**src/rtl/core/alrg_pkg.sv**
```systemverilog
// Shared types, constants and helper functions for the additive lagged generator.
`default_nettype none

package alrg_pkg;

	localparam int unsigned LAG_DEPTH = 55;
	localparam int unsigned IDX_W = $clog2(LAG_DEPTH);
	localparam int unsigned WORD_W = 32;
	localparam int unsigned TRAIL_OFFSET = 20;
	localparam int unsigned SEED_MUL_PREV = 1001;
	localparam int unsigned SEED_MUL_SEED = 999;
	localparam int unsigned DIV_STEPS = WORD_W;
	localparam int unsigned DIV_CNT_W = $clog2(DIV_STEPS);

	// 2^20 is 1 modulo 55, so the two chunks of a word split at bit 20 can be summed
	// before the reduction. The sum is then divided by 55 through a multiply by
	// ceil(2^27 / 55), which is exact for every 21-bit value.
	localparam int unsigned FOLD_SPLIT = 20;
	localparam int unsigned FOLD_W = FOLD_SPLIT + 1;
	localparam int unsigned MOD_RECIP = 2440323;
	localparam int unsigned RECIP_W = 22;
	localparam int unsigned MOD_SHIFT = 27;
	localparam int unsigned PROD_W = FOLD_W + RECIP_W;
	localparam int unsigned QUOT_W = PROD_W - MOD_SHIFT;

	typedef logic [WORD_W-1:0] word_t;
	typedef logic [IDX_W-1:0] idx_t;
	typedef logic [DIV_CNT_W-1:0] div_cnt_t;

	typedef enum logic [1:0] {
		OP_SEED    = 2'd0,
		OP_DRAW    = 2'd1,
		OP_BOUNDED = 2'd2,
		OP_NONE    = 2'd3
	} op_t;

	typedef enum logic [3:0] {
		ST_IDLE,
		ST_SEED_RD,
		ST_SEED_WR,
		ST_DRAW_RA,
		ST_DRAW_RB,
		ST_DRAW_SUM,
		ST_DIV_START,
		ST_DIV_WAIT,
		ST_FINISH
	} ctrl_state_t;

	typedef struct packed {
		logic  wr_en;
		idx_t  wr_addr;
		word_t wr_data;
		idx_t  rd_addr;
	} tbl_req_t;

	typedef struct packed {
		logic  start;
		word_t dividend;
		word_t divisor;
	} div_req_t;

	typedef struct packed {
		logic  done;
		word_t rem;
	} div_rsp_t;

	localparam idx_t LAST_IDX = idx_t'(LAG_DEPTH - 1);

	function automatic idx_t wrap_next(input idx_t idx);
		return (idx == LAST_IDX) ? '0 : idx + idx_t'(1);
	endfunction

	function automatic idx_t trail_from_lead(input idx_t lead);
		logic [IDX_W:0] tmp;
		tmp = {1'b0, lead} + (IDX_W + 1)'(TRAIL_OFFSET);
		if (tmp >= (IDX_W + 1)'(LAG_DEPTH)) begin
			tmp = tmp - (IDX_W + 1)'(LAG_DEPTH);
		end
		return tmp[IDX_W-1:0];
	endfunction

	// Power-up contents of the lag table.
	function automatic word_t lag_init(input idx_t idx);
		word_t v;
		case (idx)
			6'd0:  v = 32'o35340171546;
			6'd1:  v = 32'o10401501101;
			6'd2:  v = 32'o22364657325;
			6'd3:  v = 32'o24130436022;
			6'd4:  v = 32'o2167303062;
			6'd5:  v = 32'o37570375137;
			6'd6:  v = 32'o37210607110;
			6'd7:  v = 32'o16272055420;
			6'd8:  v = 32'o23011770546;
			6'd9:  v = 32'o17143426366;
			6'd10: v = 32'o14753657433;
			6'd11: v = 32'o21657231332;
			6'd12: v = 32'o23553406142;
			6'd13: v = 32'o4236526362;
			6'd14: v = 32'o10365611275;
			6'd15: v = 32'o7117336710;
			6'd16: v = 32'o11051276551;
			6'd17: v = 32'o2362132524;
			6'd18: v = 32'o1011540233;
			6'd19: v = 32'o12162531646;
			6'd20: v = 32'o7056762337;
			6'd21: v = 32'o6631245521;
			6'd22: v = 32'o14164542224;
			6'd23: v = 32'o32633236305;
			6'd24: v = 32'o23342700176;
			6'd25: v = 32'o2433062234;
			6'd26: v = 32'o15257225043;
			6'd27: v = 32'o26762051606;
			6'd28: v = 32'o742573230;
			6'd29: v = 32'o5366042132;
			6'd30: v = 32'o12126416411;
			6'd31: v = 32'o520471171;
			6'd32: v = 32'o725646277;
			6'd33: v = 32'o20116577576;
			6'd34: v = 32'o25765742604;
			6'd35: v = 32'o7633473735;
			6'd36: v = 32'o15674255275;
			6'd37: v = 32'o17555634041;
			6'd38: v = 32'o6503154145;
			6'd39: v = 32'o21576344247;
			6'd40: v = 32'o14577627653;
			6'd41: v = 32'o2707523333;
			6'd42: v = 32'o34146376720;
			6'd43: v = 32'o30060227734;
			6'd44: v = 32'o13765414060;
			6'd45: v = 32'o36072251540;
			6'd46: v = 32'o7255221037;
			6'd47: v = 32'o24364674123;
			6'd48: v = 32'o6200353166;
			6'd49: v = 32'o10126373326;
			6'd50: v = 32'o15664104320;
			6'd51: v = 32'o16401041535;
			6'd52: v = 32'o16215305520;
			6'd53: v = 32'o33115351014;
			6'd54: v = 32'o17411670323;
			default: v = '0;
		endcase
		return v;
	endfunction

endpackage

`default_nettype wire

```
**src/rtl/core/alrg_table.sv**
```systemverilog
// Lag table memory with per-entry valid bits that fall back to the power-up constants.
`default_nettype none

module alrg_table (
	input  wire logic               clk,
	input  wire logic               arst_n,
	input  wire alrg_pkg::tbl_req_t req,
	output      alrg_pkg::word_t    rdata
);
	import alrg_pkg::*;

	word_t                 mem [LAG_DEPTH];
	logic [LAG_DEPTH-1:0]  valid_q;
	word_t                 mem_rd_q;
	word_t                 init_rd_q;
	logic                  sel_rd_q;

	always_ff @(posedge clk) begin
		if (req.wr_en) begin
			mem[req.wr_addr] <= req.wr_data;
		end
		mem_rd_q  <= mem[req.rd_addr];
		init_rd_q <= lag_init(req.rd_addr);
		sel_rd_q  <= valid_q[req.rd_addr];
	end

	always_ff @(posedge clk or negedge arst_n) begin
		if (!arst_n) begin
			valid_q <= '0;
		end else if (req.wr_en) begin
			valid_q[req.wr_addr] <= 1'b1;
		end
	end

	// An entry never written since reset still holds its power-up constant.
	assign rdata = sel_rd_q ? mem_rd_q : init_rd_q;

endmodule

`default_nettype wire

```
**src/rtl/core/alrg_divider.sv**
```systemverilog
// Restoring remainder unit, one quotient bit per cycle.
`default_nettype none

module alrg_divider (
	input  wire logic               clk,
	input  wire logic               arst_n,
	input  wire alrg_pkg::div_req_t req,
	output      alrg_pkg::div_rsp_t rsp
);
	import alrg_pkg::*;

	logic     busy_q;
	logic     done_q;
	div_cnt_t cnt_q;
	word_t    rem_q;
	word_t    dvd_q;
	word_t    dsr_q;

	logic [WORD_W:0]   trial;
	logic [WORD_W+1:0] diff;

	assign trial = {rem_q, dvd_q[WORD_W-1]};
	assign diff  = {1'b0, trial} - {2'b00, dsr_q};

	always_ff @(posedge clk or negedge arst_n) begin
		if (!arst_n) begin
			busy_q <= 1'b0;
			done_q <= 1'b0;
			cnt_q  <= '0;
		end else begin
			done_q <= 1'b0;
			if (req.start) begin
				busy_q <= 1'b1;
				cnt_q  <= '0;
			end else if (busy_q) begin
				cnt_q <= cnt_q + div_cnt_t'(1);
				if (cnt_q == div_cnt_t'(DIV_STEPS - 1)) begin
					busy_q <= 1'b0;
					done_q <= 1'b1;
				end
			end
		end
	end

	always_ff @(posedge clk) begin
		if (req.start) begin
			rem_q <= '0;
			dvd_q <= req.dividend;
			dsr_q <= req.divisor;
		end else if (busy_q) begin
			dvd_q <= {dvd_q[WORD_W-2:0], 1'b0};
			// The partial remainder stays below the divisor, so it fits one word.
			if (diff[WORD_W+1]) begin
				rem_q <= trial[WORD_W-1:0];
			end else begin
				rem_q <= diff[WORD_W-1:0];
			end
		end
	end

	assign rsp.done = done_q;
	assign rsp.rem  = rem_q;

endmodule

`default_nettype wire

```
**src/rtl/core/alrg_ctrl.sv**
```systemverilog
// Sequencer and datapath for seeding and drawing from the lag table.
`default_nettype none

module alrg_ctrl (
	input  wire logic               clk,
	input  wire logic               arst_n,
	input  wire logic               start,
	input  wire logic [1:0]         operation,
	input  wire alrg_pkg::word_t    bound,
	output      logic               busy,
	output      alrg_pkg::word_t    value,
	output      logic               done,
	input  wire logic               cfg_valid,
	input  wire alrg_pkg::word_t    seed_value,
	output      alrg_pkg::tbl_req_t tbl_req,
	input  wire alrg_pkg::word_t    tbl_rdata,
	output      alrg_pkg::div_req_t div_req,
	input  wire alrg_pkg::div_rsp_t div_rsp
);
	import alrg_pkg::*;

	ctrl_state_t state_q, state_d;
	idx_t        lead_q;
	idx_t        trail_q;
	idx_t        idx_q;
	word_t       seed_q;
	logic        done_q;

	op_t   op_q;
	word_t bound_q;
	word_t p1_q;
	word_t p2_q;
	word_t mix_q;
	word_t prev_q;
	word_t lead_val_q;
	word_t div_a_q;
	word_t div_b_q;
	word_t value_q;
	word_t entry0_q;

	logic [QUOT_W-1:0] mod_quot_q;

	word_t mix_next;
	word_t seed_entry;
	word_t draw_sum;
	logic  need_mod;

	logic [FOLD_W-1:0] fold_sum;
	logic [PROD_W-1:0] fold_prod;
	logic [FOLD_W-1:0] fold_rem;
	idx_t              seed_lead;

	assign mix_next   = p1_q + p2_q;
	assign seed_entry = tbl_rdata + mix_next;
	assign draw_sum   = lead_val_q + tbl_rdata;
	assign need_mod   = (op_q == OP_BOUNDED) && (bound_q != '0);

	// Entry 0 is final once the walk has passed it, so its reduction modulo 55
	// settles in the background long before the walk ends.
	assign fold_sum  = FOLD_W'(entry0_q[WORD_W-1:FOLD_SPLIT]) + FOLD_W'(entry0_q[FOLD_SPLIT-1:0]);
	assign fold_prod = PROD_W'(fold_sum) * PROD_W'(MOD_RECIP);
	assign fold_rem  = fold_sum - FOLD_W'(mod_quot_q) * FOLD_W'(LAG_DEPTH);
	assign seed_lead = fold_rem[IDX_W-1:0];

	always_ff @(posedge clk or negedge arst_n) begin
		if (!arst_n) begin
			state_q <= ST_IDLE;
		end else begin
			state_q <= state_d;
		end
	end

	always_comb begin
		state_d          = state_q;
		tbl_req.wr_en    = 1'b0;
		tbl_req.wr_addr  = idx_q;
		tbl_req.wr_data  = seed_entry;
		tbl_req.rd_addr  = idx_q;
		div_req.start    = 1'b0;
		div_req.dividend = div_a_q;
		div_req.divisor  = div_b_q;
		unique case (state_q)
			ST_IDLE: begin
				if (start) begin
					unique case (operation) inside
						OP_SEED:             state_d = ST_SEED_RD;
						OP_DRAW, OP_BOUNDED: state_d = ST_DRAW_RA;
						default:             state_d = ST_FINISH;
					endcase
				end
			end
			ST_SEED_RD: begin
				state_d = ST_SEED_WR;
			end
			ST_SEED_WR: begin
				tbl_req.wr_en = 1'b1;
				state_d = (idx_q == LAST_IDX) ? ST_IDLE : ST_SEED_RD;
			end
			ST_DRAW_RA: begin
				tbl_req.rd_addr = lead_q;
				state_d = ST_DRAW_RB;
			end
			ST_DRAW_RB: begin
				tbl_req.rd_addr = trail_q;
				state_d = ST_DRAW_SUM;
			end
			ST_DRAW_SUM: begin
				tbl_req.wr_en   = 1'b1;
				tbl_req.wr_addr = lead_q;
				tbl_req.wr_data = draw_sum;
				state_d = need_mod ? ST_DIV_START : ST_IDLE;
			end
			ST_DIV_START: begin
				div_req.start = 1'b1;
				state_d = ST_DIV_WAIT;
			end
			ST_DIV_WAIT: begin
				if (div_rsp.done) begin
					state_d = ST_IDLE;
				end
			end
			ST_FINISH: begin
				state_d = ST_IDLE;
			end
			default: begin
				state_d = ST_IDLE;
			end
		endcase
	end

	assign busy = (state_q != ST_IDLE);

	always_ff @(posedge clk or negedge arst_n) begin
		if (!arst_n) begin
			lead_q  <= '0;
			trail_q <= idx_t'(TRAIL_OFFSET);
			idx_q   <= '0;
			seed_q  <= '0;
			done_q  <= 1'b0;
		end else begin
			done_q <= 1'b0;
			if (cfg_valid) begin
				seed_q <= seed_value;
			end
			case (state_q)
				ST_IDLE: begin
					idx_q <= '0;
				end
				ST_SEED_WR: begin
					idx_q <= wrap_next(idx_q);
					if (idx_q == LAST_IDX) begin
						done_q  <= 1'b1;
						lead_q  <= seed_lead;
						trail_q <= trail_from_lead(seed_lead);
					end
				end
				ST_DRAW_SUM: begin
					lead_q  <= wrap_next(lead_q);
					trail_q <= wrap_next(trail_q);
					if (!need_mod) begin
						done_q <= 1'b1;
					end
				end
				ST_DIV_WAIT: begin
					if (div_rsp.done) begin
						done_q <= 1'b1;
					end
				end
				ST_FINISH: begin
					done_q <= 1'b1;
				end
				default: begin
				end
			endcase
		end
	end

	always_ff @(posedge clk) begin
		mod_quot_q <= fold_prod[PROD_W-1:MOD_SHIFT];
		case (state_q)
			ST_IDLE: begin
				if (start) begin
					op_q    <= op_t'(operation);
					bound_q <= bound;
				end
			end
			ST_SEED_RD: begin
				// Entry 0 adds the seed itself to its old value; later entries add the running mix.
				if (idx_q == '0) begin
					p1_q <= seed_q;
					p2_q <= '0;
				end else begin
					p1_q <= prev_q * word_t'(SEED_MUL_PREV);
					p2_q <= mix_q * word_t'(SEED_MUL_SEED);
				end
			end
			ST_SEED_WR: begin
				mix_q  <= mix_next;
				prev_q <= seed_entry;
				if (idx_q == '0) begin
					entry0_q <= seed_entry;
				end
				if (idx_q == LAST_IDX) begin
					value_q <= '0;
				end
			end
			ST_DRAW_RB: begin
				lead_val_q <= tbl_rdata;
			end
			ST_DRAW_SUM: begin
				value_q <= draw_sum;
				div_a_q <= draw_sum;
				div_b_q <= bound_q;
			end
			ST_DIV_WAIT: begin
				if (div_rsp.done) begin
					value_q <= div_rsp.rem;
				end
			end
			ST_FINISH: begin
				value_q <= '0;
			end
			default: begin
			end
		endcase
	end

	assign value = value_q;
	assign done  = done_q;

endmodule

`default_nettype wire

```
**src/rtl/core/additive_lagged_random_generator.sv**
```systemverilog
// Top level of the additive lagged random generator.
// A request is taken when start is high and busy is low; busy then stays high until the
// result appears on value for exactly one cycle with done high, and it must be captured
// in that cycle because the block cannot be held off. A raw draw goes from the request
// to done through two reads of the single-read-port lag table, then the sum. A bounded
// draw with a nonzero bound then runs the bit-serial remainder unit. A seed request
// walks all 55 table entries, each with a read, then a multiply-add and write back;
// entry 0 is reduced modulo 55 while the walk goes on, so the result follows the walk
// directly. An unused operation code returns zero. The seed register is written
// through cfg_valid and seed_value, which is always ready; write it only while the
// block is idle.
`default_nettype none

module additive_lagged_random_generator (
	input  wire logic        clk,
	input  wire logic        arst_n,
	input  wire logic        start,
	output      logic        busy,
	input  wire logic [1:0]  operation,
	input  wire logic [31:0] bound,
	output      logic        done,
	output      logic [31:0] value,
	input  wire logic        cfg_valid,
	output      logic        cfg_ready,
	input  wire logic [31:0] seed_value
);
	import alrg_pkg::*;

	tbl_req_t tbl_req;
	word_t    tbl_rdata;
	div_req_t div_req;
	div_rsp_t div_rsp;

	assign cfg_ready = 1'b1;

	alrg_table u_table (
		.clk    (clk),
		.arst_n (arst_n),
		.req    (tbl_req),
		.rdata  (tbl_rdata)
	);

	alrg_divider u_divider (
		.clk    (clk),
		.arst_n (arst_n),
		.req    (div_req),
		.rsp    (div_rsp)
	);

	alrg_ctrl u_ctrl (
		.clk        (clk),
		.arst_n     (arst_n),
		.start      (start),
		.operation  (operation),
		.bound      (bound),
		.busy       (busy),
		.value      (value),
		.done       (done),
		.cfg_valid  (cfg_valid),
		.seed_value (seed_value),
		.tbl_req    (tbl_req),
		.tbl_rdata  (tbl_rdata),
		.div_req    (div_req),
		.div_rsp    (div_rsp)
	);

endmodule

`default_nettype wire

```
**config.mk**
```make
export PLATFORM = sky130hd
export DESIGN_NAME = additive_lagged_random_generator
export DESIGN_NICKNAME = d
export VERILOG_FILES = /design/src/rtl/core/alrg_pkg.sv /design/src/rtl/core/alrg_table.sv /design/src/rtl/core/alrg_divider.sv /design/src/rtl/core/alrg_ctrl.sv /design/src/rtl/core/additive_lagged_random_generator.sv
export SDC_FILE = /design/constraint.sdc
export NUM_CORES = 2
export LEC_CHECK = 0
export BUFFER_PORTS_ARGS = -buffer_cell sky130_fd_sc_hd__buf_2
export CAP_MARGIN = 40
export CORE_MARGIN = 2
export CORE_UTILIZATION = 40
export CTS_CLUSTER_DIAMETER = 200
export DETAILED_ROUTE_END_ITERATION = 8
export SYNTH_ARGS = -nofsm -noshare
export SYNTH_HDL_FRONTEND = slang
export SYNTH_HIERARCHICAL = 1
export SYNTH_SLANG_ARGS = --single-unit
```
**constraint.sdc**
```tcl
create_clock -name clk -period 14.7 [get_ports clk]
set_input_delay 2.205 -clock clk [delete_from_list [all_inputs] [get_ports clk]]
set_output_delay 2.205 -clock clk [all_outputs]
set_load 0.01 [all_outputs]
```
==> impl_metrics.py <==
metrics = {
    "logic_synthesis": {
        "synth-seq-cells": 2366,
        "syn-num-nets": 8274,
        "yosys_most_used_dff": "sky130_fd_sc_hd__edfxtp_1",
        "yosys_warnings": 6,
        "synthesis.area_per_instance_um2": 15.7,
        "synthCells": 7319,
        "synth-seq-area-share_pct": 60.5,
        "biggest_area_contributors_in_the_synthesized_netlist": "sky130_fd_sc_hd__edfxtp_1, sky130_fd_sc_hd__mux4_2, sky130_fd_sc_hd__fa_1, sky130_fd_sc_hd__ha_1, sky130_fd_sc_hd__dfrtp_1",
        "synth_enable_flop_cells": 2146,
        "synthDominantCellAreaShare_pct": 56.2,
        "synth.cell_area_um2": 115000,
        "synth-async-reset-ratio_pct": 4.95,
        "synth_largest_area_cell": "sky130_fd_sc_hd__edfxtp_1",
        "list_of_most_frequent_post_synthesis_cells": "sky130_fd_sc_hd__edfxtp_1, sky130_fd_sc_hd__ha_1, sky130_fd_sc_hd__nand2_1, sky130_fd_sc_hd__mux4_2, sky130_fd_sc_hd__inv_1",
        "yosys.cell_count.top_type": "sky130_fd_sc_hd__edfxtp_1",
        "synth_cell_type_count": 97,
    },
    "route": {
        "ant_nets": 0,
        "drt_wl_total_um": 315000,
        "via_per_inst": 5.75,
        "detailed_router_iteration_count_before_antenna_repair": 6,
        "initialDrtViolationCount": 7060,
        "routed_wire_length_per_instance_um": 27.4,
        "dr_total_vias": 66000,
        "detail_route.drc_violations": 0,
    },
    "cells_and_area": {
        "nets": 8480,
        "drive_gt1_share_pct": 19.1,
        "flow.area_growth_from_synthesis_pct": 12.0,
        "largest_register": "u_table/mem",
        "largest_register_ff_count": 1760,
        "final-instance-count-excl-fill": 11500,
        "reg_top3": "u_table/mem: 1760 flops, u_table/valid_q: 55 flops",
    },
    "clocking": {
        "cts_inserted_buffers": 246,
        "post_cts_hold_buffer_count": 0,
        "cts.sink_count": 2366,
        "cts_setup_buffers": 0,
        "tritoncts": "yes",
        "cts.clk_slew.worst_paths_ps": 60,
        "insertion_delay_ps": 950,
        "cts_repair_resize_count": 0,
        "ctsHtreeMaxLevel": 4,
        "cts_buffer_depth": 4,
        "ctsRootBufferMaster": "sky130_fd_sc_hd__clkbuf_16",
    },
    "grt": {
        "groute.usage.overall_pct": 21.4,
        "grt_overflow": 0,
        "grt.met3_usage_pct": 3.13,
        "grt_util_met2_pct": 34.2,
        "antenna_violations_before_repair": 17,
        "met1_capacity_usage_during_global_routing_pct": 29.7,
        "global_route.peak_usage_layer": "met2",
        "maximum_number_of_pins_on_one_net_before_global_route_repair": 94,
        "vias_in_the_first_global_route": 66800,
        "global_route_wire_length_before_repair_um": 459000,
    },
    "floorplan": {
        "die_width_um": 540,
        "ios": 105,
        "die-area_um2": 291000,
        "start_util_pct": 40.2,
        "core_area_um2": 285000,
        "placement_rows": 196,
        "die-height_um": 540,
    },
    "timing": {
        "setup-tns-final_ps": 0,
        "fin_skew_ps": 185,
        "drv_slew": 0,
        "post-route-worst-setup-slack_ps": 6070,
        "unrepaired_setup_endpoints_after_global_routing": "no",
        "max_slew_margin_pct": 33.9,
        "timing.final.crit_period_ps": 8630,
        "finalCritPeriodShare_pct": 58.7,
        "tightestPinTransition_ps": 988,
        "timing_hold_violations_final": 0,
        "fin_hold_ws_ps": 415,
        "report.final.setup_viol": 0,
        "maxClockFrequency_mhz": 116,
    },
    "worst_setup_path": {
        "required_ps": 15440,
        "crit_path_max_fanout": 6,
        "worst_path_largest_cell_delay_ps": 580,
        "critical_path.top_delay_family": "adder cells",
        "critical_path_buf_inv_count": 3,
        "cpMaxStageDelayCell": "sky130_fd_sc_hd__o21ai_0",
        "cp_data_arrival_time_ps": 9370,
        "criticalPathCategory": "reg -> reg",
        "worstSetupEndpointType": "register",
        "crit_path_frequent_cell": "sky130_fd_sc_hd__ha_1",
        "worstSetupStartpointType": "register",
    },
    "placement": {
        "finalWeightedCongestion": 0.926,
        "placement.setup.worst_slack_ps": 6020,
        "dp_cells": 11000,
        "dp_hpwl_um": 200000,
        "port-buffer-count": 103,
    },
    "worst_hold_path": {
        "worst_hold_path_type": "reg -> reg",
    },
    "flow_run": {
        "cap_violations": 0,
    },
    "outcome": {
        "status": "complete, no violations",
    },
}
==> layout by cell type, fill, tap and decap left out, drive strengths merged, types with 92 or more instances in the layout <==
cell,synthesis,final
dfxtp,103,103
mux2i,114,114
xnor2,159,159
o21ai,163,163
clkinv,1,92
mux4,409,409
a21oi,205,205
dfrtp,115,115
inv,401,414
ha,504,504
edfxtp,2146,2146
a21o,101,101
o22ai,100,100
clkbuf,191,312
fa,381,381
nand2,506,506
buf,137,285
mux2,174,174
nor2,276,276
==> cell families (layout without fill, tap and decap cells) <==
| kind of cell | count (synthesis) | count (layout) | synth area share [%] |
|---|---|---|---|
| other cells | 1 | 8 | 0.00327 |
| xor+xnor | 238 | 238 | 1.83 |
| fa+ha+maj | 885 | 885 | 12.1 |
| buf+inv | 730 | 1136 | 2.65 |
| flops | 2366 | 2366 | 60.5 |
| simple gates | 1304 | 1304 | 5.36 |
| compound gates | 1098 | 1098 | 6.78 |
| mux | 697 | 697 | 10.7 |
==> worst paths after layout <==
kind,startpoint,end,slack (ps),depth (start not counted)
max,u_ctrl/entry0_q[1],u_ctrl/mod_quot_q[5],6070,30
min in group asynchronous,arst_n,u_ctrl/seed_q[1],1430,1
min reg2reg,u_ctrl/div_b_q[7],u_divider/dsr_q[7],420,0
max reg2reg,u_ctrl/entry0_q[1],u_ctrl/mod_quot_q[5],6070,30
min,u_ctrl/div_b_q[7],u_divider/dsr_q[7],420,0
max in group asynchronous,arst_n,u_table/valid_q[41],11990,2
==> through the flow <==
step / utilization (%) / area, um2
2_1_floorplan: - / 115000
3_3_place_gp: 42.2 / 120000
3_5_place_dp: 42.3 / 121000
4_1_cts: 45.0 / 128000
5_1_grt: 45.0 / 128000
6_report: 45.0 / 128000
==> final cells by class <==
cell class / instances / area (um2)
fill: 24700 / 157000
sequential: 2366 / 69400
multi-input combinational: 4223 / 42900
clock buffer: 311 / 6530
tap: 3762 / 4710
timing repair buffer: 286 / 2010
inverter: 402 / 1520
clock inverter: 137 / 1370
antenna: 7 / 17.5
==> per-layer routing <==
layer  up-vias  share of wire (%)  wire [um]
met4         0                3.8      11900
li1      28500                  -          -
met1     34600                 42     132000
met2      2529                 47     148000
met3       482                7.4      23400
met5         -                  0          0
Power is not shown: default switching activity piles up to over one toggle a cycle in this logic, so the estimate is an artifact.
